**src/rtl/kwl_pkg.sv**
```systemverilog
// Shared constants, types and keyword tables of the keyword lexer.
package kwl_pkg;

  localparam int MAX_LEN     = 64;
  localparam int OFFSET_BITS = 16;
  localparam int LINE_BITS   = 16;

  localparam int RUN_W   = $clog2(MAX_LEN);
  localparam int CUT_LEN = MAX_LEN - 1;

  localparam int KIND_W = 5;
  localparam int OUT_W  = 16;
  localparam int LEN_W  = 6;

  localparam int FIFO_DEPTH = 4;

  localparam logic [KIND_W-1:0] KIND_EOF     = 5'd0;
  localparam logic [KIND_W-1:0] KIND_IDENT   = 5'd1;
  localparam logic [KIND_W-1:0] KIND_INT     = 5'd2;
  localparam logic [KIND_W-1:0] KIND_KW0     = 5'd3;
  localparam logic [KIND_W-1:0] KIND_PUNCT0  = 5'd19;
  localparam logic [KIND_W-1:0] KIND_UNKNOWN = 5'd29;

  localparam logic [7:0] CH_NL    = 8'h0A;
  localparam logic [7:0] CH_CR    = 8'h0D;
  localparam logic [7:0] CH_TAB   = 8'h09;
  localparam logic [7:0] CH_SPACE = 8'h20;
  localparam logic [7:0] CH_SLASH = 8'h2F;
  localparam logic [7:0] CH_UNDER = 8'h5F;

  localparam int NKW = 16;
  // Keyword text, right-justified: first character in the highest used byte.
  localparam logic [63:0] KW_STR [NKW] = '{
    "use", "fun", "if", "else", "break", "continue", "while", "for",
    "switch", "true", "false", "int", "double", "char", "string", "boolean"
  };
  localparam int unsigned KW_LEN [NKW] = '{3, 3, 2, 4, 5, 8, 5, 3, 6, 4, 5, 3, 6, 4, 6, 7};

  localparam int NPUNCT = 10;
  localparam logic [7:0] PUNCT [NPUNCT] = '{"(", ")", "{", "}", "[", "]", ",", ":", ";", "?"};

  typedef logic [OFFSET_BITS-1:0] offset_t;
  typedef logic [LINE_BITS-1:0]   line_t;
  typedef logic [RUN_W-1:0]       runlen_t;
  typedef logic [NKW-1:0]         cand_t;

  typedef enum logic [4:0] {
    MODE_IDLE    = 5'b00001,
    MODE_IDENT   = 5'b00010,
    MODE_NUMBER  = 5'b00100,
    MODE_SLASH   = 5'b01000,
    MODE_COMMENT = 5'b10000
  } mode_t;

  typedef struct packed {
    logic [KIND_W-1:0] token_kind;
    logic [OUT_W-1:0]  start_offset;
    logic [LEN_W-1:0]  token_length;
    logic [OUT_W-1:0]  start_line;
    logic              last_of_run;
  } token_t;

  // Tokens handed from the scanner to the output queue in one cycle.
  typedef struct packed {
    logic [1:0]        count;
    token_t [1:0]      tok;
  } push_t;

endpackage

```
**src/rtl/kwl_if.sv**
```systemverilog
// Channel interfaces of the keyword lexer: text bytes in, tokens out.
interface kwl_in_if;
  logic       valid;
  logic       ready;
  logic [7:0] char_code;
  logic       end_of_text;

  modport source (output valid, output char_code, output end_of_text, input ready);
  modport sink   (input valid, input char_code, input end_of_text, output ready);
endinterface

interface kwl_out_if;
  logic        valid;
  logic        ready;
  logic [4:0]  token_kind;
  logic [15:0] start_offset;
  logic [5:0]  token_length;
  logic [15:0] start_line;
  logic        last_of_run;

  modport source (output valid, output token_kind, output start_offset,
                  output token_length, output start_line, output last_of_run,
                  input ready);
  modport sink   (input valid, input token_kind, input start_offset,
                  input token_length, input start_line, input last_of_run,
                  output ready);
endinterface

```
**src/rtl/kwl_scan.sv**
```systemverilog
// Input register, scanner state and the single-pass tokenizing step.
module kwl_scan (
  input  logic             clk,
  input  logic             rst,
  input  logic             in_valid,
  output logic             in_ready,
  input  logic [7:0]       char_code,
  input  logic             end_of_text,
  input  logic             room,
  output kwl_pkg::push_t   push
);

  logic                    hold_valid;
  logic [7:0]              hold_char;
  logic                    hold_eot;
  logic                    fire;

  kwl_pkg::mode_t          mode, mode_next;
  kwl_pkg::offset_t        run_start, run_start_next;
  kwl_pkg::runlen_t        run_length, run_length_next;
  kwl_pkg::cand_t          cand, cand_next;
  kwl_pkg::offset_t        byte_offset, byte_offset_next;
  kwl_pkg::line_t          line_count, line_count_next;
  kwl_pkg::line_t          run_line, run_line_next;
  logic                    finished, finished_next;

  logic [1:0]              n;
  kwl_pkg::token_t [1:0]   toks;

  function automatic logic [15:0] sat16(input logic [31:0] v);
    return (v > 32'h0000_FFFF) ? 16'hFFFF : v[15:0];
  endfunction

  function automatic kwl_pkg::token_t mk_tok(input logic [4:0] kind, input logic [31:0] off,
                                            input logic [31:0] len, input logic [31:0] line);
    kwl_pkg::token_t t;
    t.token_kind   = kind;
    t.start_offset = sat16(off);
    t.token_length = (len > 32'd63) ? 6'd63 : len[5:0];
    t.start_line   = sat16(line);
    t.last_of_run  = 1'b0;
    return t;
  endfunction

  // Drop every keyword whose character at position pos is not c.
  function automatic kwl_pkg::cand_t filter(input kwl_pkg::cand_t cin,
                                            input logic [31:0] pos, input logic [7:0] c);
    kwl_pkg::cand_t r;
    logic [2:0]     p;
    r = cin;
    for (int k = 0; k < kwl_pkg::NKW; k++) begin
      p = 3'(kwl_pkg::KW_LEN[k] - 1 - pos);
      if (!(pos < kwl_pkg::KW_LEN[k] && kwl_pkg::KW_STR[k][{p, 3'b000} +: 8] == c)) begin
        r[k] = 1'b0;
      end
    end
    return r;
  endfunction

  function automatic logic [4:0] word_kind(input kwl_pkg::cand_t cin, input logic [31:0] len);
    logic [4:0] kind;
    kind = kwl_pkg::KIND_IDENT;
    for (int k = 0; k < kwl_pkg::NKW; k++) begin
      if (cin[k] && kwl_pkg::KW_LEN[k] == len) begin
        kind = 5'(kwl_pkg::KIND_KW0 + k);
      end
    end
    return kind;
  endfunction

  // Character classes
  logic        is_alpha, is_digit, is_space, is_punct, is_word;
  logic [4:0]  punct_kind;

  always_comb begin
    is_alpha = (hold_char >= "a" && hold_char <= "z") || (hold_char >= "A" && hold_char <= "Z");
    is_digit = hold_char >= "0" && hold_char <= "9";
    is_space = hold_char == kwl_pkg::CH_SPACE || hold_char == kwl_pkg::CH_NL ||
               hold_char == kwl_pkg::CH_TAB || hold_char == kwl_pkg::CH_CR;
    is_word  = is_alpha || is_digit || hold_char == kwl_pkg::CH_UNDER;
    is_punct   = 1'b0;
    punct_kind = kwl_pkg::KIND_UNKNOWN;
    for (int k = 0; k < kwl_pkg::NPUNCT; k++) begin
      if (hold_char == kwl_pkg::PUNCT[k]) begin
        is_punct   = 1'b1;
        punct_kind = 5'(kwl_pkg::KIND_PUNCT0 + k);
      end
    end
  end

  // Run paths: flush as is, grow by this byte, or start a new one.
  kwl_pkg::cand_t   cand_grow, cand_new;
  kwl_pkg::runlen_t len_grow;
  logic             grow_cut, new_cut;
  kwl_pkg::token_t  flush_tok, grown_tok, new_tok;
  logic [4:0]       flush_kind, grown_kind, new_kind;

  always_comb begin
    cand_grow  = filter(cand, 32'(run_length), hold_char);
    len_grow   = run_length + 1'b1;
    grow_cut   = 32'(len_grow) >= kwl_pkg::CUT_LEN;
    cand_new   = filter('1, 32'd0, hold_char);
    new_cut    = 1 >= kwl_pkg::CUT_LEN;
    flush_kind = (mode == kwl_pkg::MODE_IDENT) ? word_kind(cand, 32'(run_length))
                                                : kwl_pkg::KIND_INT;
    grown_kind = (mode == kwl_pkg::MODE_IDENT) ? word_kind(cand_grow, 32'(len_grow))
                                                : kwl_pkg::KIND_INT;
    new_kind   = is_alpha ? word_kind(cand_new, 32'd1) : kwl_pkg::KIND_INT;
    flush_tok  = mk_tok(flush_kind, 32'(run_start), 32'(run_length), 32'(run_line));
    grown_tok  = mk_tok(grown_kind, 32'(run_start), 32'(len_grow), 32'(run_line));
    new_tok    = mk_tok(new_kind, 32'(byte_offset), 32'd1, 32'(line_count));
  end

  // Next state and emitted tokens
  logic do_start;

  always_comb begin
    mode_next        = mode;
    run_start_next   = run_start;
    run_length_next  = run_length;
    cand_next        = cand;
    byte_offset_next = byte_offset;
    line_count_next  = line_count;
    run_line_next    = run_line;
    finished_next    = finished;
    n                = 2'd0;
    toks             = '0;
    do_start         = 1'b0;

    if (finished) begin
      toks[0] = mk_tok(kwl_pkg::KIND_EOF, 32'(byte_offset), 32'd0, 32'(line_count));
      n       = 2'd1;
    end else if (hold_eot) begin
      if (mode == kwl_pkg::MODE_IDENT || mode == kwl_pkg::MODE_NUMBER) begin
        toks[0] = flush_tok;
        n       = 2'd1;
      end else if (mode == kwl_pkg::MODE_SLASH) begin
        toks[0] = mk_tok(kwl_pkg::KIND_UNKNOWN, 32'(run_start), 32'd1, 32'(run_line));
        n       = 2'd1;
      end
      toks[n[0]] = mk_tok(kwl_pkg::KIND_EOF, 32'(byte_offset), 32'd0, 32'(line_count));
      n          = n + 2'd1;
      mode_next     = kwl_pkg::MODE_IDLE;
      finished_next = 1'b1;
    end else begin
      unique case (mode)
        kwl_pkg::MODE_IDENT, kwl_pkg::MODE_NUMBER: begin
          if ((mode == kwl_pkg::MODE_IDENT) ? is_word : is_digit) begin
            if (mode == kwl_pkg::MODE_IDENT) cand_next = cand_grow;
            run_length_next = len_grow;
            if (grow_cut) begin
              toks[0]   = grown_tok;
              n         = 2'd1;
              mode_next = kwl_pkg::MODE_IDLE;
            end
          end else begin
            toks[0]   = flush_tok;
            n         = 2'd1;
            mode_next = kwl_pkg::MODE_IDLE;
            do_start  = 1'b1;
          end
        end
        kwl_pkg::MODE_SLASH: begin
          if (hold_char == kwl_pkg::CH_SLASH) begin
            mode_next = kwl_pkg::MODE_COMMENT;
          end else begin
            toks[0]   = mk_tok(kwl_pkg::KIND_UNKNOWN, 32'(run_start), 32'd1, 32'(run_line));
            n         = 2'd1;
            mode_next = kwl_pkg::MODE_IDLE;
            do_start  = 1'b1;
          end
        end
        kwl_pkg::MODE_COMMENT: begin
          if (hold_char == kwl_pkg::CH_NL) mode_next = kwl_pkg::MODE_IDLE;
        end
        default: begin
          mode_next = kwl_pkg::MODE_IDLE;
          do_start  = 1'b1;
        end
      endcase

      if (do_start && !is_space) begin
        if (is_alpha || is_digit) begin
          mode_next       = is_alpha ? kwl_pkg::MODE_IDENT : kwl_pkg::MODE_NUMBER;
          run_start_next  = byte_offset;
          run_line_next   = line_count;
          run_length_next = kwl_pkg::runlen_t'(1);
          cand_next       = cand_new;
          if (new_cut) begin
            toks[n[0]] = new_tok;
            n          = n + 2'd1;
            mode_next  = kwl_pkg::MODE_IDLE;
          end
        end else if (hold_char == kwl_pkg::CH_SLASH) begin
          mode_next      = kwl_pkg::MODE_SLASH;
          run_start_next = byte_offset;
          run_line_next  = line_count;
        end else begin
          toks[n[0]] = mk_tok(is_punct ? punct_kind : kwl_pkg::KIND_UNKNOWN,
                              32'(byte_offset), 32'd1, 32'(line_count));
          n          = n + 2'd1;
        end
      end

      if (byte_offset != '1) byte_offset_next = byte_offset + 1'b1;
      if (hold_char == kwl_pkg::CH_NL && line_count != '1) line_count_next = line_count + 1'b1;
    end

    if (n == 2'd1) toks[0].last_of_run = 1'b1;
    if (n == 2'd2) toks[1].last_of_run = 1'b1;
  end

  assign fire       = hold_valid && room;
  assign in_ready   = !hold_valid || fire;
  assign push.count = fire ? n : 2'd0;
  assign push.tok   = toks;

  always_ff @(posedge clk) begin
    if (rst) begin
      hold_valid <= 1'b0;
    end else if (in_ready) begin
      hold_valid <= in_valid;
    end
    if (in_ready && in_valid) begin
      hold_char <= char_code;
      hold_eot  <= end_of_text;
    end
  end

  always_ff @(posedge clk) begin
    if (rst) begin
      mode        <= kwl_pkg::MODE_IDLE;
      run_start   <= '0;
      run_length  <= '0;
      cand        <= '1;
      byte_offset <= '0;
      line_count  <= kwl_pkg::line_t'(1);
      run_line    <= kwl_pkg::line_t'(1);
      finished    <= 1'b0;
    end else if (fire) begin
      mode        <= mode_next;
      run_start   <= run_start_next;
      run_length  <= run_length_next;
      cand        <= cand_next;
      byte_offset <= byte_offset_next;
      line_count  <= line_count_next;
      run_line    <= run_line_next;
      finished    <= finished_next;
    end
  end

  // Whenever tokens are pushed, only the last one of the item is marked.
  a_last_mark: assert property (@(posedge clk) disable iff (rst)
    push.count == 2'd2 |-> push.tok[1].last_of_run && !push.tok[0].last_of_run)
    else $error("two-token push with wrong last_of_run marks");

  a_single_mark: assert property (@(posedge clk) disable iff (rst)
    push.count == 2'd1 |-> push.tok[0].last_of_run)
    else $error("single-token push not marked last");

  a_no_three: assert property (@(posedge clk) disable iff (rst)
    push.count != 2'd3)
    else $error("scanner pushed more than two tokens");

  a_finished_sticks: assert property (@(posedge clk) disable iff (rst)
    finished |=> finished)
    else $error("end-of-text state cleared");

  a_eof_after_end: assert property (@(posedge clk) disable iff (rst)
    fire && finished |-> push.count == 2'd1 && push.tok[0].token_kind == kwl_pkg::KIND_EOF)
    else $error("item after end of text did not give a single EOF");

endmodule

```
**src/rtl/kwl_tok_fifo.sv**
```systemverilog
// Small token queue: up to two writes per cycle, one registered read port.
module kwl_tok_fifo (
  input  logic             clk,
  input  logic             rst,
  input  kwl_pkg::push_t   push,
  output logic             room,
  output logic             head_valid,
  output kwl_pkg::token_t  head,
  input  logic             pop_ready
);

  localparam int PTR_W = $clog2(kwl_pkg::FIFO_DEPTH);
  localparam int CNT_W = $clog2(kwl_pkg::FIFO_DEPTH + 1);

  kwl_pkg::token_t   mem [kwl_pkg::FIFO_DEPTH];
  logic [PTR_W-1:0]  wr_ptr, rd_ptr;
  logic [CNT_W-1:0]  count;
  logic              pop;

  assign head_valid = count != '0;
  assign head       = mem[rd_ptr];
  assign pop        = head_valid && pop_ready;
  assign room       = 32'(count) <= kwl_pkg::FIFO_DEPTH - 2;

  always_ff @(posedge clk) begin
    if (push.count != 2'd0) mem[wr_ptr] <= push.tok[0];
    if (push.count == 2'd2) mem[wr_ptr + 1'b1] <= push.tok[1];
  end

  always_ff @(posedge clk) begin
    if (rst) begin
      wr_ptr <= '0;
      rd_ptr <= '0;
      count  <= '0;
    end else begin
      wr_ptr <= wr_ptr + PTR_W'(push.count);
      if (pop) rd_ptr <= rd_ptr + 1'b1;
      count <= count + CNT_W'(push.count) - CNT_W'(pop);
    end
  end

endmodule

```
**src/rtl/keyword_lexer.sv**
```systemverilog
// Top level of the keyword lexer: streaming byte-to-token scanner.
//
// keyword_lexer takes source text one byte per item on text_in and emits
// tokens on tokens as kind, start offset, length and start line. Spaces,
// tabs, CR and LF are skipped, "//" comments run to the next LF, and each
// LF bumps the line count. Letter-led runs resolve to one of 16 keywords or
// an identifier; digit runs are integers; ( ) { } [ ] , : ; ? are tokens of
// their own; anything else, including a lone '/', is an unknown token of
// length 1. A run is cut at MAX_LEN-1 bytes. An item with end_of_text set
// flushes any pending run and gives EOF; every item after that gives EOF
// again. One input item is taken per cycle while the output queue has
// room. Each item is registered, then scanned in one pass that writes zero,
// one or two tokens into a four-entry output queue whose head drives tokens
// directly. The token channel moves one item per cycle while tokens.ready
// is high, so a stream where items cause two tokens is paced by the output
// side: text_in.ready drops while a byte is held and the queue holds more
// than two tokens. Offsets and lines saturate at 65535.
module keyword_lexer (
  input  logic      clk,
  input  logic      rst,
  kwl_in_if.sink    text_in,
  kwl_out_if.source tokens
);

  kwl_pkg::push_t   push;
  kwl_pkg::token_t  head;
  logic             room;
  logic             head_valid;

  // Input register plus tokenizing step
  kwl_scan u_scan (
    .clk         (clk),
    .rst         (rst),
    .in_valid    (text_in.valid),
    .in_ready    (text_in.ready),
    .char_code   (text_in.char_code),
    .end_of_text (text_in.end_of_text),
    .room        (room),
    .push        (push)
  );

  // Result queue; its head is the output register
  kwl_tok_fifo u_fifo (
    .clk        (clk),
    .rst        (rst),
    .push       (push),
    .room       (room),
    .head_valid (head_valid),
    .head       (head),
    .pop_ready  (tokens.ready)
  );

  assign tokens.valid        = head_valid;
  assign tokens.token_kind   = head.token_kind;
  assign tokens.start_offset = head.start_offset;
  assign tokens.token_length = head.token_length;
  assign tokens.start_line   = head.start_line;
  assign tokens.last_of_run  = head.last_of_run;

endmodule

```
**src/flat_wrapper.sv**
```systemverilog
// flat-port wrapper written by rule: the top's interface ports become plain ports
module keyword_lexer_flat 
  (clk, rst, text_in_valid, text_in_char_code, text_in_end_of_text, text_in_ready, tokens_valid, tokens_token_kind, tokens_start_offset, tokens_token_length, tokens_start_line, tokens_last_of_run, tokens_ready);
  kwl_in_if text_in_i ();
  kwl_out_if tokens_i ();
  input  logic clk;
  input  logic rst;
  input wire logic [$bits(text_in_i.valid)-1:0] text_in_valid;
  input wire logic [$bits(text_in_i.char_code)-1:0] text_in_char_code;
  input wire logic [$bits(text_in_i.end_of_text)-1:0] text_in_end_of_text;
  output wire logic [$bits(text_in_i.ready)-1:0] text_in_ready;
  output wire logic [$bits(tokens_i.valid)-1:0] tokens_valid;
  output wire logic [$bits(tokens_i.token_kind)-1:0] tokens_token_kind;
  output wire logic [$bits(tokens_i.start_offset)-1:0] tokens_start_offset;
  output wire logic [$bits(tokens_i.token_length)-1:0] tokens_token_length;
  output wire logic [$bits(tokens_i.start_line)-1:0] tokens_start_line;
  output wire logic [$bits(tokens_i.last_of_run)-1:0] tokens_last_of_run;
  input wire logic [$bits(tokens_i.ready)-1:0] tokens_ready;
  assign text_in_i.valid = text_in_valid;
  assign text_in_i.char_code = text_in_char_code;
  assign text_in_i.end_of_text = text_in_end_of_text;
  assign text_in_ready = text_in_i.ready;
  assign tokens_valid = tokens_i.valid;
  assign tokens_token_kind = tokens_i.token_kind;
  assign tokens_start_offset = tokens_i.start_offset;
  assign tokens_token_length = tokens_i.token_length;
  assign tokens_start_line = tokens_i.start_line;
  assign tokens_last_of_run = tokens_i.last_of_run;
  assign tokens_i.ready = tokens_ready;
  keyword_lexer u_core (.clk(clk), .rst(rst), .text_in(text_in_i), .tokens(tokens_i));
endmodule
```
**config.mk**
```make
export PLATFORM = sky130hd
export DESIGN_NAME = keyword_lexer_flat
export DESIGN_NICKNAME = d
export VERILOG_FILES = /design/src/rtl/kwl_pkg.sv /design/src/rtl/kwl_if.sv /design/src/rtl/kwl_scan.sv /design/src/rtl/kwl_tok_fifo.sv /design/src/rtl/keyword_lexer.sv /design/src/flat_wrapper.sv
export SDC_FILE = /design/constraint.sdc
export NUM_CORES = 1
export LEC_CHECK = 0
export BUFFER_PORTS_ARGS = -buffer_cell sky130_fd_sc_hd__buf_2
export CORE_MARGIN = 5
export CORE_UTILIZATION = 45
export CTS_CLUSTER_SIZE = 40
export DETAILED_ROUTE_END_ITERATION = 12
export SYNTH_ARGS = -nofsm -noshare
export SYNTH_HDL_FRONTEND = slang
export SYNTH_SLANG_ARGS = --single-unit
```
**constraint.sdc**
```tcl
create_clock -name clk -period 7.8 [get_ports clk]
set_input_delay 0.39 -clock clk [delete_from_list [all_inputs] [get_ports clk]]
set_output_delay 0.39 -clock clk [all_outputs]
set_load 0.02 [all_outputs]
```
After elaboration in Yosys (flattened, before gate mapping):

Memories as Yosys holds them, arrays and structs flattened. A register that Yosys moved wholly into a read port is not among the register bits.
Cells that the tools add are included.

* output and inout port bits: 46
* register bits: 109
* input bits: 13
* memory bits (writable): 176
* word-level logic and storage cells: 369
* memories kept: 1

* reduce and logical (&&, ||, !) cells: 77
* equality and inequality tests: 65
* bitwise logic cells: 2
* mux-type cells: 158
* shift-type cells: 16
* $lt $le $gt $ge: 19
* add/sub/neg operators: 17

Memories
* u_core.u_fifo.mem: depth 4, bits a word 44, rd ports 1, clocked after memory_dff 1, write ports 2, RTL line kwl_tok_fifo.sv:15 `kwl_pkg::token_t mem [kwl_pkg::FIFO_DEPTH];`

Operators by type and width (number)
* 64-bit by 7-bit variable part select with 8-bit output, first input constant: 16
* 44-bit two-way mux: 13
* 88-bit two-way mux: 4
* 5-bit two-way mux: 41
* 88-bit bitwise mux: 2
* 16-bit two-way mux: 9
* 8-bit == test: 16
* 44-bit demux with 1-bit select: 2
* 44-bit one-hot mux with 2 select lines: 1
* 7-bit by 8-bit == test with 1-bit output, first input constant: 10
* 8-bit by 6-bit == test with 1-bit output, second input constant: 8
* 1-bit logical AND: 58
* 1-bit two-way mux: 53
* 3-bit by 6-bit == test with 1-bit output, first input constant: 8
* 8-bit by 7-bit == test with 1-bit output, second input constant: 5
* 4-bit two-way mux: 10
* 16-bit by 1-bit adder with 16-bit output, second input constant: 2
* 16-bit != test, second input constant: 2
* 2-bit two-way mux: 15
* 2-bit by 6-bit == test with 1-bit output, first input constant: 4
* 8-bit by 4-bit == test with 1-bit output, second input constant: 3
* 6-bit by 3-bit less-than comparator with 1-bit output, second input constant: 4
* 6-bit two-way mux: 4
* 8-bit by 7-bit greater-or-equal comparator with 1-bit output, second input constant: 2
* other kinds (38): 62

Depth between registers and ports, before layout:

Gate-level depths: netlist (run 1).

* depth after elaboration: 35
* depth in mapped cells: 20
* gate-level depth less buffers: 17

Cells and area by module:

A second synthesis (run 1) with hierarchy kept.

* cell total of the unflattened synthesis: 1638
* area, all modules: 17678.2 um2

Modules (own cells, without submodules)
* kwl_tok_fifo: sequential area each 5465.2 um2, instances 1, cells each 475, area an instance 9016.1 um2
* kwl_scan: sequential area each 2132.0 um2, instances 1, cells each 1163, area an instance 8662.1 um2

Worst setup path before layout (run 1):

OpenSTA, ideal clock, no wires.

* path type: flip-flop to flip-flop
* start point: reg u_core.u_scan.run_length[1]
* end point: mem u_core.u_fifo.mem[0][0] (netlist name) (enable)
* data arrival time: 6.449 ns
* setup time: 0.511 ns
* setup slack: 0.840 ns
* buffers on the path: 3
* stages on the path, launching flop included: 16
* clock period less this slack: 6.960 ns
* required time: 7.289 ns
* cell sequence: dfxtp_1 -> ha_1 -> clkbuf_1 -> inv_1 -> ha_1 -> nand3_1 -> o311a_1 -> a21o_1 -> inv_2 -> buf_2 -> buf_2 -> ha_1 -> nor4_1 -> o21ai_0 -> nand2_1 -> o31ai_1

RTL lines
* start: declaration: RTL line kwl_scan.sv:20 `kwl_pkg::runlen_t run_length, run_length_next;`
* start signal: assignment: RTL line kwl_scan.sv:243 `run_length <= run_length_next;`
* end: declaration: RTL line kwl_tok_fifo.sv:15

==> results of run 1 <==
-- critical path: stages, from the launching register on --
cell and delay (ns):
sky130_fd_sc_hd__dfxtp_1 0.85, sky130_fd_sc_hd__ha_1 0.64, sky130_fd_sc_hd__inv_1 0.13, sky130_fd_sc_hd__ha_1 0.56, sky130_fd_sc_hd__nand3_1 0.15, sky130_fd_sc_hd__o311a_1 0.34
sky130_fd_sc_hd__a21o_1 0.39, sky130_fd_sc_hd__inv_2 0.13, sky130_fd_sc_hd__ha_1 0.26, sky130_fd_sc_hd__or3b_2 0.49, sky130_fd_sc_hd__o31a_4 0.32, sky130_fd_sc_hd__or4_2 1.06
sky130_fd_sc_hd__mux2i_2 0.36, sky130_fd_sc_hd__o2bb2ai_1 0.18
-- cell type report --
cell class / count / area share
Multi-Input combinational cell: 1294 / 0.464
Sequential cell: 287 / 0.408
Clock buffer: 41 / 0.0492
Tap cell: 511 / 0.0343
Timing Repair Buffer: 82 / 0.0252
Clock inverter: 21 / 0.0139
Inverter: 27 / 0.00543
-- metrics by stage --
stage | setup WS [ns] | hold WS [ns] | total power, mW | std cells | area, um2
floorplan | 0.840 | 0.435 | 2.50 | 1769 | 17000
global placement | 1.81 | 0.451 | 2.76 | 2201 | 17500
detailed placement | 1.67 | 0.458 | 2.78 | 2201 | 17500
CTS | 1.64 | 0.0403 | 4.43 | 2263 | 18700
global route | 1.27 | 0.0446 | 4.59 | 2263 | 18700
finish | 1.62 | 0.0550 | 4.38 | 2263 | 18700
-- routing by layer --
layer,vias up,part of all wire
met5,-,0
met3,73,0.060
met4,0,0.023
met2,430,0.46
met1,6554,0.46
li1,6447,-
-- cells by family after synthesis --
family	count (synthesis)	share of synthesized area
buffers and inverters	188	0.0473
DFF	287	0.446
AOI/OAI and AO/OA	487	0.180
muxes	98	0.0907
and+or+nand+nor	612	0.180
xor gates and xnor gates	72	0.0370
adders and majority gates	25	0.0188
-- sequential cells by signal, indices dropped and copies added (netlist names), named ones only --
register	count
u_core.u_fifo.mem	176
u_core.u_scan.byte_offset	16
u_core.u_scan.cand	16
u_core.u_scan.line_count	16
u_core.u_scan.run_line	16
u_core.u_scan.run_start	16
u_core.u_scan.hold_char	8
u_core.u_scan.run_length	6
u_core.u_scan.mode	5
u_core.u_fifo.count	3
u_core.u_fifo.rd_ptr	2
u_core.u_fifo.wr_ptr	2
u_core.u_scan.finished	1
u_core.u_scan.hold_eot	1
u_core.u_scan.hold_valid	1
-- cells in the final DEF (no fill, tap or decap), types with 22 or more instances in the layout --
cell type                   count
sky130_fd_sc_hd__inv_1         26
sky130_fd_sc_hd__nor2_1       153
sky130_fd_sc_hd__dfxtp_1      100
sky130_fd_sc_hd__buf_4         24
sky130_fd_sc_hd__xor2_1        36
sky130_fd_sc_hd__o22ai_1       34
sky130_fd_sc_hd__clkbuf_16     35
sky130_fd_sc_hd__mux4_2        44
sky130_fd_sc_hd__edfxtp_1     185
sky130_fd_sc_hd__o21ai_0      178
sky130_fd_sc_hd__nor3_1        22
sky130_fd_sc_hd__buf_2         58
sky130_fd_sc_hd__xnor2_1       36
sky130_fd_sc_hd__a211oi_1      30
sky130_fd_sc_hd__nand2_1      217
sky130_fd_sc_hd__a21oi_1       98
sky130_fd_sc_hd__nand4_1       35
sky130_fd_sc_hd__ha_1          24
sky130_fd_sc_hd__mux2i_1       50
sky130_fd_sc_hd__nand3_1       33
-- power breakdown --
group | internal [mW] | switching, mW | total [mW]
clock | 1.01 | 0.638 | 1.65
sequential | 1.71 | 0.0963 | 1.81
combinational | 0.378 | 0.545 | 0.923
-- worst max-delay path by stage --
stage / from / to / slack (ns)
final: u_core.u_scan.run_length[1] / u_core.u_fifo.mem[1][1] / 1.62
after global routing: u_core.u_scan.run_length[1] / u_core.u_fifo.mem[2][1] / 1.27
after CTS: u_core.u_scan.run_length[1] / u_core.u_fifo.mem[1][1] / 1.64
after detailed placement: u_core.u_scan.run_length[1] / u_core.u_fifo.mem[1][1] / 1.67
after global placement: u_core.u_scan.run_length[1] / u_core.u_fifo.mem[1][10] / 1.81
after floorplan: u_core.u_scan.run_length[1] / u_core.u_fifo.mem[0][0] / 0.84
==> reports/qor.json, run 1 <==
{
  "floorplan": {
    "fp-row-count": 71,
    "floorplan.initialDensity": 0.454,
    "placeableCoreArea_um2": 37500,
    "die_width_um": 204,
    "die_height_um": 204,
    "ioPinCount": 59,
    "dieArea_um2": 41800
  },
  "pwr": {
    "power.density_nw_per_um2": 235,
    "ir_drop_mv": 0.138,
    "leakagePower_nw": 6.61
  },
  "critical_path": {
    "worstPathMaxFanout": 62,
    "reg2reg_from": "u_core.u_scan.run_length[1]",
    "critical_path_required_ns": 8.07,
    "worst-r2r-setup-slack_ns": 1.62,
    "worstRegToRegCells": 13,
    "timing.rr.end": "u_core.u_fifo.mem[1][1]",
    "critical_path_capture_point_type": "flop",
    "criticalPathCategory": "flop to flop",
    "start_kind": "flop",
    "critical_path_arrival_ns": 6.45
  },
  "routing": {
    "routed_via_density": 5.97,
    "route.detailed.wl_per_inst_um": 20.0,
    "detail-route-antenna-nets": 0,
    "first_iter_violations": 1235,
    "routed-via-count": 13500,
    "number_of_remaining_drc_errors": 0,
    "drt_pre_antenna_iters": 7,
    "finalWirelength_mm": 45.4
  },
  "final_layout": {
    "layout-drive-gt1-share": 0.150,
    "fraction_of_the_core_area_covered_by_cells_at_the_end_of_the_flow": 0.497,
    "multi_input_area_um2": 8660,
    "final_nets": 1764,
    "antenna-diode-count": 0,
    "final.fill_count": 3480,
    "syn2layout_area_growth_pct": 9.56,
    "storage_element_area_um2": 7600
  },
  "clock_tree": {
    "numClockSinks": 287,
    "cts_htree_levels": 2,
    "cts-root-buf": "sky130_fd_sc_hd__clkbuf_16",
    "gates_resized_cts_repair": 0,
    "postCtsHoldBufs": 0,
    "cts_made_buffers": 34,
    "cts.repair_timing.setup_buffer_count": 0,
    "clock_path_buffers": 3,
    "tritoncts": "done",
    "insertion_delay_ns": 0.52,
    "cts.reportedPaths.clkPinSlew_ns": 0.06
  },
  "logic_synthesis": {
    "dominantRegCellSynth": "sky130_fd_sc_hd__edfxtp_1",
    "post_synth_instance_area_um2": 17000,
    "postSynthRegisterBits": 287,
    "edff_count_synth": 185,
    "netlist.top_cell.by_area": "sky130_fd_sc_hd__edfxtp_1",
    "synth.lib_cells_used.distinct": 95,
    "netlist_instances": 1769,
    "ys_warn_count": 0,
    "seq_area_frac_synth": 0.446,
    "most_instantiated_library_cell_after_synthesis": "sky130_fd_sc_hd__nand2_1",
    "asyncSetResetFlopFracSynth": 0,
    "post_synth.cell_area_avg_um2": 9.62,
    "synthTopCellsByArea": "sky130_fd_sc_hd__edfxtp_1 33%, sky130_fd_sc_hd__dfxtp_1 12%, sky130_fd_sc_hd__mux4_2 5.8%",
    "synthesis.nets": 1807,
    "post_synth_most_frequent_cells": "217 x sky130_fd_sc_hd__nand2_1, 185 x sky130_fd_sc_hd__edfxtp_1, 178 x sky130_fd_sc_hd__o21ai_0",
    "synth_largest_type_area_fraction": 0.326
  },
  "timing": {
    "period_needed_ns": 6.18,
    "clock.fmax_mhz": 162,
    "fin_worst_skew_ns": 0.0188,
    "tightest_slew_ns": 1.14,
    "max-slew-margin-rel": 0.241,
    "post-route-period-util": 0.793,
    "setup-tns-final_ns": 0,
    "final_hold_viol_count": 0,
    "setup_viol": 0,
    "drv_slew": 0,
    "rsz0062_at_grt": "false"
  },
  "global_routing": {
    "first_pass_grt_wire_length_mm": 72.8,
    "globalRouteTotalUtil": 0.216,
    "grt_pass1_vias": 12800,
    "gr-usage-met3": 0.0285,
    "use_met1": 0.313,
    "overflow": 0,
    "grt_max_degree": 96,
    "groute.layer.met2.usage": 0.345,
    "top_usage_layer_grt": "met2",
    "initial_antenna_violation_count": 0
  },
  "min_path": {
    "worstHoldPathType": "primary input to flop",
    "hold_start": "text_in_char_code[1]",
    "worst_hold_path.endpoint": "u_core.u_scan.hold_char[1]",
    "hold-path-cell-count": 1
  },
  "place": {
    "buffer_ports.inserted": 58,
    "gp_congestion": 0.937,
    "post-dp-hpwl_mm": 29.9
  },
  "run": {
    "cap_viol_max_count": 0
  },
  "run_status": {
    "outcome": "completed"
  }
}
(Power assumes the default switching activity.)
==> inputs of run 2 (changes only) <==
==> constraint.sdc (replaced) <==
create_clock -name clk -period 6 [get_ports clk]
set_input_delay 0.3 -clock clk [delete_from_list [all_inputs] [get_ports clk]]
set_output_delay 0.3 -clock clk [all_outputs]
set_load 0.02 [all_outputs]
==> reports/qor.json, run 2 (synthesized netlist as in run 1, its figures left out) <==
{
  "final_layout": {
    "layout-drive-gt1-share": 0.151,
    "antenna-diode-count": 0,
    "largest_register_ffs": 176,
    "syn2layout_area_growth_pct": 10.4,
    "final.fill_count": 3460,
    "registers.top_by_ff_count": "u_core.u_fifo.mem",
    "layoutNonFillerInstCount": 2281,
    "layout_commonest_cell": "sky130_fd_sc_hd__nand2_1",
    "final_nets": 1782,
    "storage_element_area_um2": 7600,
    "layout.cells.most_common_list": "217 x sky130_fd_sc_hd__nand2_1, 185 x sky130_fd_sc_hd__edfxtp_1, 178 x sky130_fd_sc_hd__o21ai_0",
    "multi_input_area_um2": 8660
  },
  "clock_tree": {
    "insertion_delay_ns": 0.53,
    "tritoncts": "done",
    "postCtsHoldBufs": 9,
    "cts-root-buf": "sky130_fd_sc_hd__clkbuf_16",
    "gates_resized_cts_repair": 0,
    "clock_path_buffers": 3,
    "numClockSinks": 287,
    "cts.repair_timing.setup_buffer_count": 0,
    "cts_htree_levels": 2,
    "cts_made_buffers": 35,
    "cts.reportedPaths.clkPinSlew_ns": 0.06
  },
  "timing": {
    "max-slew-margin-rel": 0.212,
    "fin_worst_skew_ns": 0.0265,
    "tightest_slew_ns": 1.18,
    "setup-tns-final_ns": 0,
    "period_needed_ns": 4.84,
    "post-route-period-util": 0.807,
    "postLayoutSetupSlackWorst_ns": 1.16,
    "rsz0062_at_grt": "false",
    "drv_slew": 0,
    "setup_viol": 0,
    "final_hold_viol_count": 0,
    "clock.fmax_mhz": 207
  },
  "run_status": {
    "outcome": "completed"
  },
  "routing": {
    "finalWirelength_mm": 46.2,
    "first_iter_violations": 1139,
    "route.detailed.wl_per_inst_um": 20.3,
    "routed_via_density": 5.94,
    "number_of_remaining_drc_errors": 0,
    "drt_pre_antenna_iters": 5,
    "detail-route-antenna-nets": 0,
    "routed-via-count": 13600
  },
  "critical_path": {
    "critical_path_required_ns": 6.20,
    "worstRegToRegCells": 13,
    "start_kind": "flop",
    "timing.rr.end": "u_core.u_fifo.mem[0][38]",
    "critical_path_arrival_ns": 5.04,
    "critical_path_capture_point_type": "flop",
    "criticalPathCategory": "flop to flop",
    "reg2reg_from": "u_core.u_scan.run_length[2]",
    "critPathCapture": "u_core.u_fifo.mem[0][38]",
    "worstPathMaxFanout": 50,
    "worst-r2r-setup-slack_ns": 1.16,
    "crit_start": "u_core.u_scan.run_length[2]"
  },
  "global_routing": {
    "overflow": 0,
    "grt_pass1_vias": 13000,
    "initial_antenna_violation_count": 0,
    "grt_max_degree": 63,
    "first_pass_grt_wire_length_mm": 73.5,
    "globalRouteTotalUtil": 0.219
  },
  "place": {
    "gp_congestion": 0.902,
    "post-place-ws_ns": 1.16,
    "buffer_ports.inserted": 58,
    "inst_count_dp": 2209,
    "post-dp-hpwl_mm": 29.9
  },
  "floorplan": {
    "dieArea_um2": 41800,
    "floorplan.initialDensity": 0.454,
    "die_height_um": 204,
    "placeableCoreArea_um2": 37500,
    "ioPinCount": 59,
    "die_width_um": 204,
    "fp-row-count": 71
  },
  "min_path": {
    "worstHoldPathType": "primary input to flop"
  },
  "pwr": {
    "ir_drop_mv": 0.276,
    "power.density_nw_per_um2": 299,
    "leakagePower_nw": 6.69
  },
  "run": {
    "cap_viol_max_count": 0
  }
}
[run 2: cell count changes in the layout (fill, tap and decap cells not counted), moves of 3 or more]
cell	before	now
sky130_fd_sc_hd__clkinvlp_4	5	0
sky130_fd_sc_hd__buf_12	0	5
sky130_fd_sc_hd__clkbuf_1	4	7
sky130_fd_sc_hd__buf_4	24	27
sky130_fd_sc_hd__dlygate4sd3_1	0	9
sky130_fd_sc_hd__clkinv_2	7	11
[run 2: worst max-delay path, stage by stage (launching register included)]
cell and delay (ns):
sky130_fd_sc_hd__dfxtp_1 0.57, sky130_fd_sc_hd__inv_1 0.29, sky130_fd_sc_hd__ha_1 0.38, sky130_fd_sc_hd__nand3_1 0.15, sky130_fd_sc_hd__o311a_1 0.34, sky130_fd_sc_hd__a21o_1 0.18, sky130_fd_sc_hd__buf_4 0.19, sky130_fd_sc_hd__inv_2 0.07
sky130_fd_sc_hd__buf_4 0.49, sky130_fd_sc_hd__a21oi_1 0.13, sky130_fd_sc_hd__o21ai_0 0.35, sky130_fd_sc_hd__nand2_1 0.15, sky130_fd_sc_hd__o31ai_4 0.89, sky130_fd_sc_hd__buf_12 0.33
[run 2: cell type report]
cell class / count / share of cell area
Multi-Input combinational cell: 1294 / 0.461
Tap cell: 511 / 0.0340
Clock inverter: 20 / 0.0103
Timing Repair Buffer: 99 / 0.0363
Sequential cell: 287 / 0.404
Clock buffer: 43 / 0.0487
Inverter: 27 / 0.00539
[run 2: report_power, final]
group | internal, mW | switching, mW | leakage [nW]
clock network | 1.22 | 0.828 | 0.555
logic | 0.500 | 0.709 | 3.61
registers | 2.23 | 0.124 | 2.52
total | 3.95 | 1.66 | 6.69
[run 2: how the worst min path moves through the flow]
stage / start / to / slack (ns) / cells past startpoint
finish: text_in_valid / u_core.u_scan.hold_valid / 0.03 / 3
global route: text_in_valid / u_core.u_scan.hold_valid / 0.07 / 3
CTS: text_in_valid / u_core.u_scan.hold_valid / 0.01 / 3
detailed placement: u_core.u_scan.run_line[0] / u_core.u_scan.run_line[0] / 0.46 / 1
global placement: u_core.u_scan.run_line[0] / u_core.u_scan.run_line[0] / 0.45 / 1
floorplan: text_in_char_code[0] / u_core.u_scan.hold_char[0] / 0.40 / 0
[run 2: layer usage]
layer	up-vias	wire (um)	GRT usage	part of all wire
li1	6475	-	-	-
met1	6561	20500	0.306	0.44
met2	446	22000	0.362	0.48
met3	77	2610	0.0277	0.057
met4	0	1060	0.0593	0.023
met5	-	0	0	0
[run 2: per-stage QoR]
step / power, mW / util / instance area, um2 / hold WS [ns]
after floorplan: 3.25 / - / 17000 / 0.399
after global placement: 3.59 / 0.469 / 17600 / 0.445
after detailed placement: 3.62 / 0.469 / 17600 / 0.463
after CTS: 5.67 / 0.501 / 18800 / 0.0140
after global routing: 5.86 / 0.501 / 18800 / 0.0673
final: 5.61 / 0.501 / 18800 / 0.0306
==> inputs of run 3 (changes only) <==
==> constraint.sdc (replaced) <==
create_clock -name clk -period 4.6 [get_ports clk]
set_input_delay 0.23 -clock clk [delete_from_list [all_inputs] [get_ports clk]]
set_output_delay 0.23 -clock clk [all_outputs]
set_load 0.02 [all_outputs]
==> reports/qor.json, run 3 (synthesized netlist as in run 1, its figures left out) <==
{
  "run_status": {
    "outcome": "completed"
  },
  "timing": {
    "clock.fmax_mhz": 234,
    "fin_worst_skew_ns": 0.0245,
    "tightest_slew_ns": 1.18,
    "postLayoutSetupSlackWorst_ns": 0.320,
    "post-route-period-util": 0.930,
    "drv_slew": 0,
    "setup-tns-final_ns": 0,
    "max-slew-margin-rel": 0.214,
    "final_hold_viol_count": 0,
    "rsz0062_at_grt": "false",
    "period_needed_ns": 4.28,
    "setup_viol": 0
  },
  "critical_path": {
    "critical_path_capture_point_type": "flop",
    "start_kind": "flop",
    "crit_slowest_cell": "sky130_fd_sc_hd__or4_2",
    "cp_slowest_stage_delay_ns": 0.62,
    "critical_path_required_ns": 4.84,
    "critical_path.cell_chain": "or4b_4, o211ai_1, o311a_1, a21o_1, inv_2, ha_1, or3b_2, o31a_4, or4_2, buf_4, nand2_1, o21ai_0",
    "critical-path-top-delay-family": "simple AND/OR/NAND/NOR gates",
    "worstPathMaxFanout": 35,
    "timing.critical_path.buf_inv": 2,
    "critical_path_arrival_ns": 4.52,
    "criticalPathCategory": "flop to flop"
  },
  "place": {
    "post-dp-hpwl_mm": 30.0,
    "post-place-ws_ns": 0.380,
    "buffer_ports.inserted": 58,
    "detailed_place.area_um2": 17700,
    "gp_congestion": 0.881
  },
  "routing": {
    "drt_pre_antenna_iters": 5,
    "first_iter_violations": 1085,
    "finalWirelength_mm": 46.5,
    "route.detailed.wl_per_inst_um": 20.2,
    "detail-route-antenna-nets": 0,
    "routed-via-count": 13700,
    "number_of_remaining_drc_errors": 0,
    "routed_via_density": 5.96
  },
  "floorplan": {
    "dieArea_um2": 41800,
    "placeableCoreArea_um2": 37500,
    "fp-row-count": 71,
    "die_height_um": 204,
    "die_width_um": 204,
    "ioPinCount": 59,
    "floorplan.initialDensity": 0.454
  },
  "final_layout": {
    "registers.top_by_ff_count": "u_core.u_fifo.mem",
    "final.fill_count": 3488,
    "layout_commonest_cell": "sky130_fd_sc_hd__nand2_1",
    "fraction_of_the_core_area_covered_by_cells_at_the_end_of_the_flow": 0.505,
    "syn2layout_area_growth_pct": 11.1,
    "final_area_um2": 18900,
    "layout-drive-gt1-share": 0.161,
    "final_nets": 1806,
    "largest_register_ffs": 176,
    "antenna-diode-count": 0,
    "layout.cells.most_common_list": "217 x sky130_fd_sc_hd__nand2_1, 185 x sky130_fd_sc_hd__edfxtp_1, 178 x sky130_fd_sc_hd__o21ai_0"
  },
  "clock_tree": {
    "clock_path_buffers": 3,
    "cts-root-buf": "sky130_fd_sc_hd__clkbuf_16",
    "insertion_delay_ns": 0.52,
    "numClockSinks": 287,
    "cts.reportedPaths.clkPinSlew_ns": 0.06,
    "cts_htree_levels": 2,
    "cts_made_buffers": 34,
    "tritoncts": "done",
    "cts.repair_timing.setup_buffer_count": 0
  },
  "pwr": {
    "finalPower_mw": 7.23,
    "leakagePower_nw": 6.76,
    "power.density_nw_per_um2": 382,
    "ir_drop_mv": 0.303
  },
  "global_routing": {
    "first_pass_grt_wire_length_mm": 74.0,
    "initial_antenna_violation_count": 0,
    "globalRouteTotalUtil": 0.219,
    "grt_max_degree": 96,
    "overflow": 0,
    "grt_pass1_vias": 13200
  },
  "run": {
    "cap_viol_max_count": 0
  },
  "min_path": {
    "worstHoldPathType": "primary input to flop"
  }
}
==> run 3: changes by cell type in the layout (fill, tap and decap cells not counted), moves of 2 or more <==
cell,change
sky130_fd_sc_hd__buf_12,-5
sky130_fd_sc_hd__buf_4,+30
sky130_fd_sc_hd__bufinv_16,-3
sky130_fd_sc_hd__clkbuf_1,+9
sky130_fd_sc_hd__clkbuf_8,+4
sky130_fd_sc_hd__clkinv_1,-2
sky130_fd_sc_hd__clkinv_2,-9
sky130_fd_sc_hd__clkinv_8,+2
sky130_fd_sc_hd__dfxtp_1,-2
==> run 3: timing repair <==
action | 4_1_cts | 5_1_grt
hold buffers | 10 | 0
hold endpoints to repair | 10 | 0
gates resized for setup | 0 | 0
==> run 3: final timing paths <==
kind	startpoint	slack, ns	cells past startpoint	endpoint
max reg2reg	u_core.u_scan.hold_char[6]	0.32	12	u_core.u_fifo.mem[1][38]
min reg2reg	u_core.u_scan.run_line[0]	0.47	1	u_core.u_scan.run_line[0]
max	u_core.u_scan.hold_char[6]	0.32	12	u_core.u_fifo.mem[1][38]
min	tokens_ready	0.19	4	u_core.u_fifo.rd_ptr[0]
==> run 3: routing by layer <==
metal / track usage / up-vias / routed length [um]
li1: - / 6543 / -
met1: 0.314 / 6716 / 21300
met2: 0.362 / 416 / 21800
met3: 0.0258 / 64 / 2490
met4: 0.0471 / 0 / 833
met5: 0 / - / 0
==> run 3: power breakdown <==
part           total [mW]  leakage, nW  internal [mW]  switching [mW]
Sequential           3.08         2.52           2.90           0.176
Combinational        1.58         3.71          0.656           0.924
Clock                2.58        0.522           1.53            1.04
==> run 3: cell type report <==
type / count / area (um2) / share of cell area
clock buffer: 57 / 1030 / 0.0544
timing repair buffer: 124 / 813 / 0.0430
tap: 511 / 639 / 0.0338
inverter: 27 / 101 / 0.00536
clock inverter: 5 / 46.3 / 0.00245
sequential: 287 / 7610 / 0.402
multi-input combinational: 1294 / 8680 / 0.459
==> run 3: per-stage QoR <==
stage	hold slack, ns	std cells
finish	0.188	2305
global route	0.220	2305
global placement	0.407	2233
detailed placement	0.408	2233
CTS	0.172	2305
floorplan	0.329	1769
==> run 3: worst min-delay path, stage by stage <==
cell and delay, ns:
sky130_fd_sc_hd__buf_2 0.07, sky130_fd_sc_hd__and2_1 0.19, sky130_fd_sc_hd__xnor2_1 0.10, sky130_fd_sc_hd__nor2_1 0.07
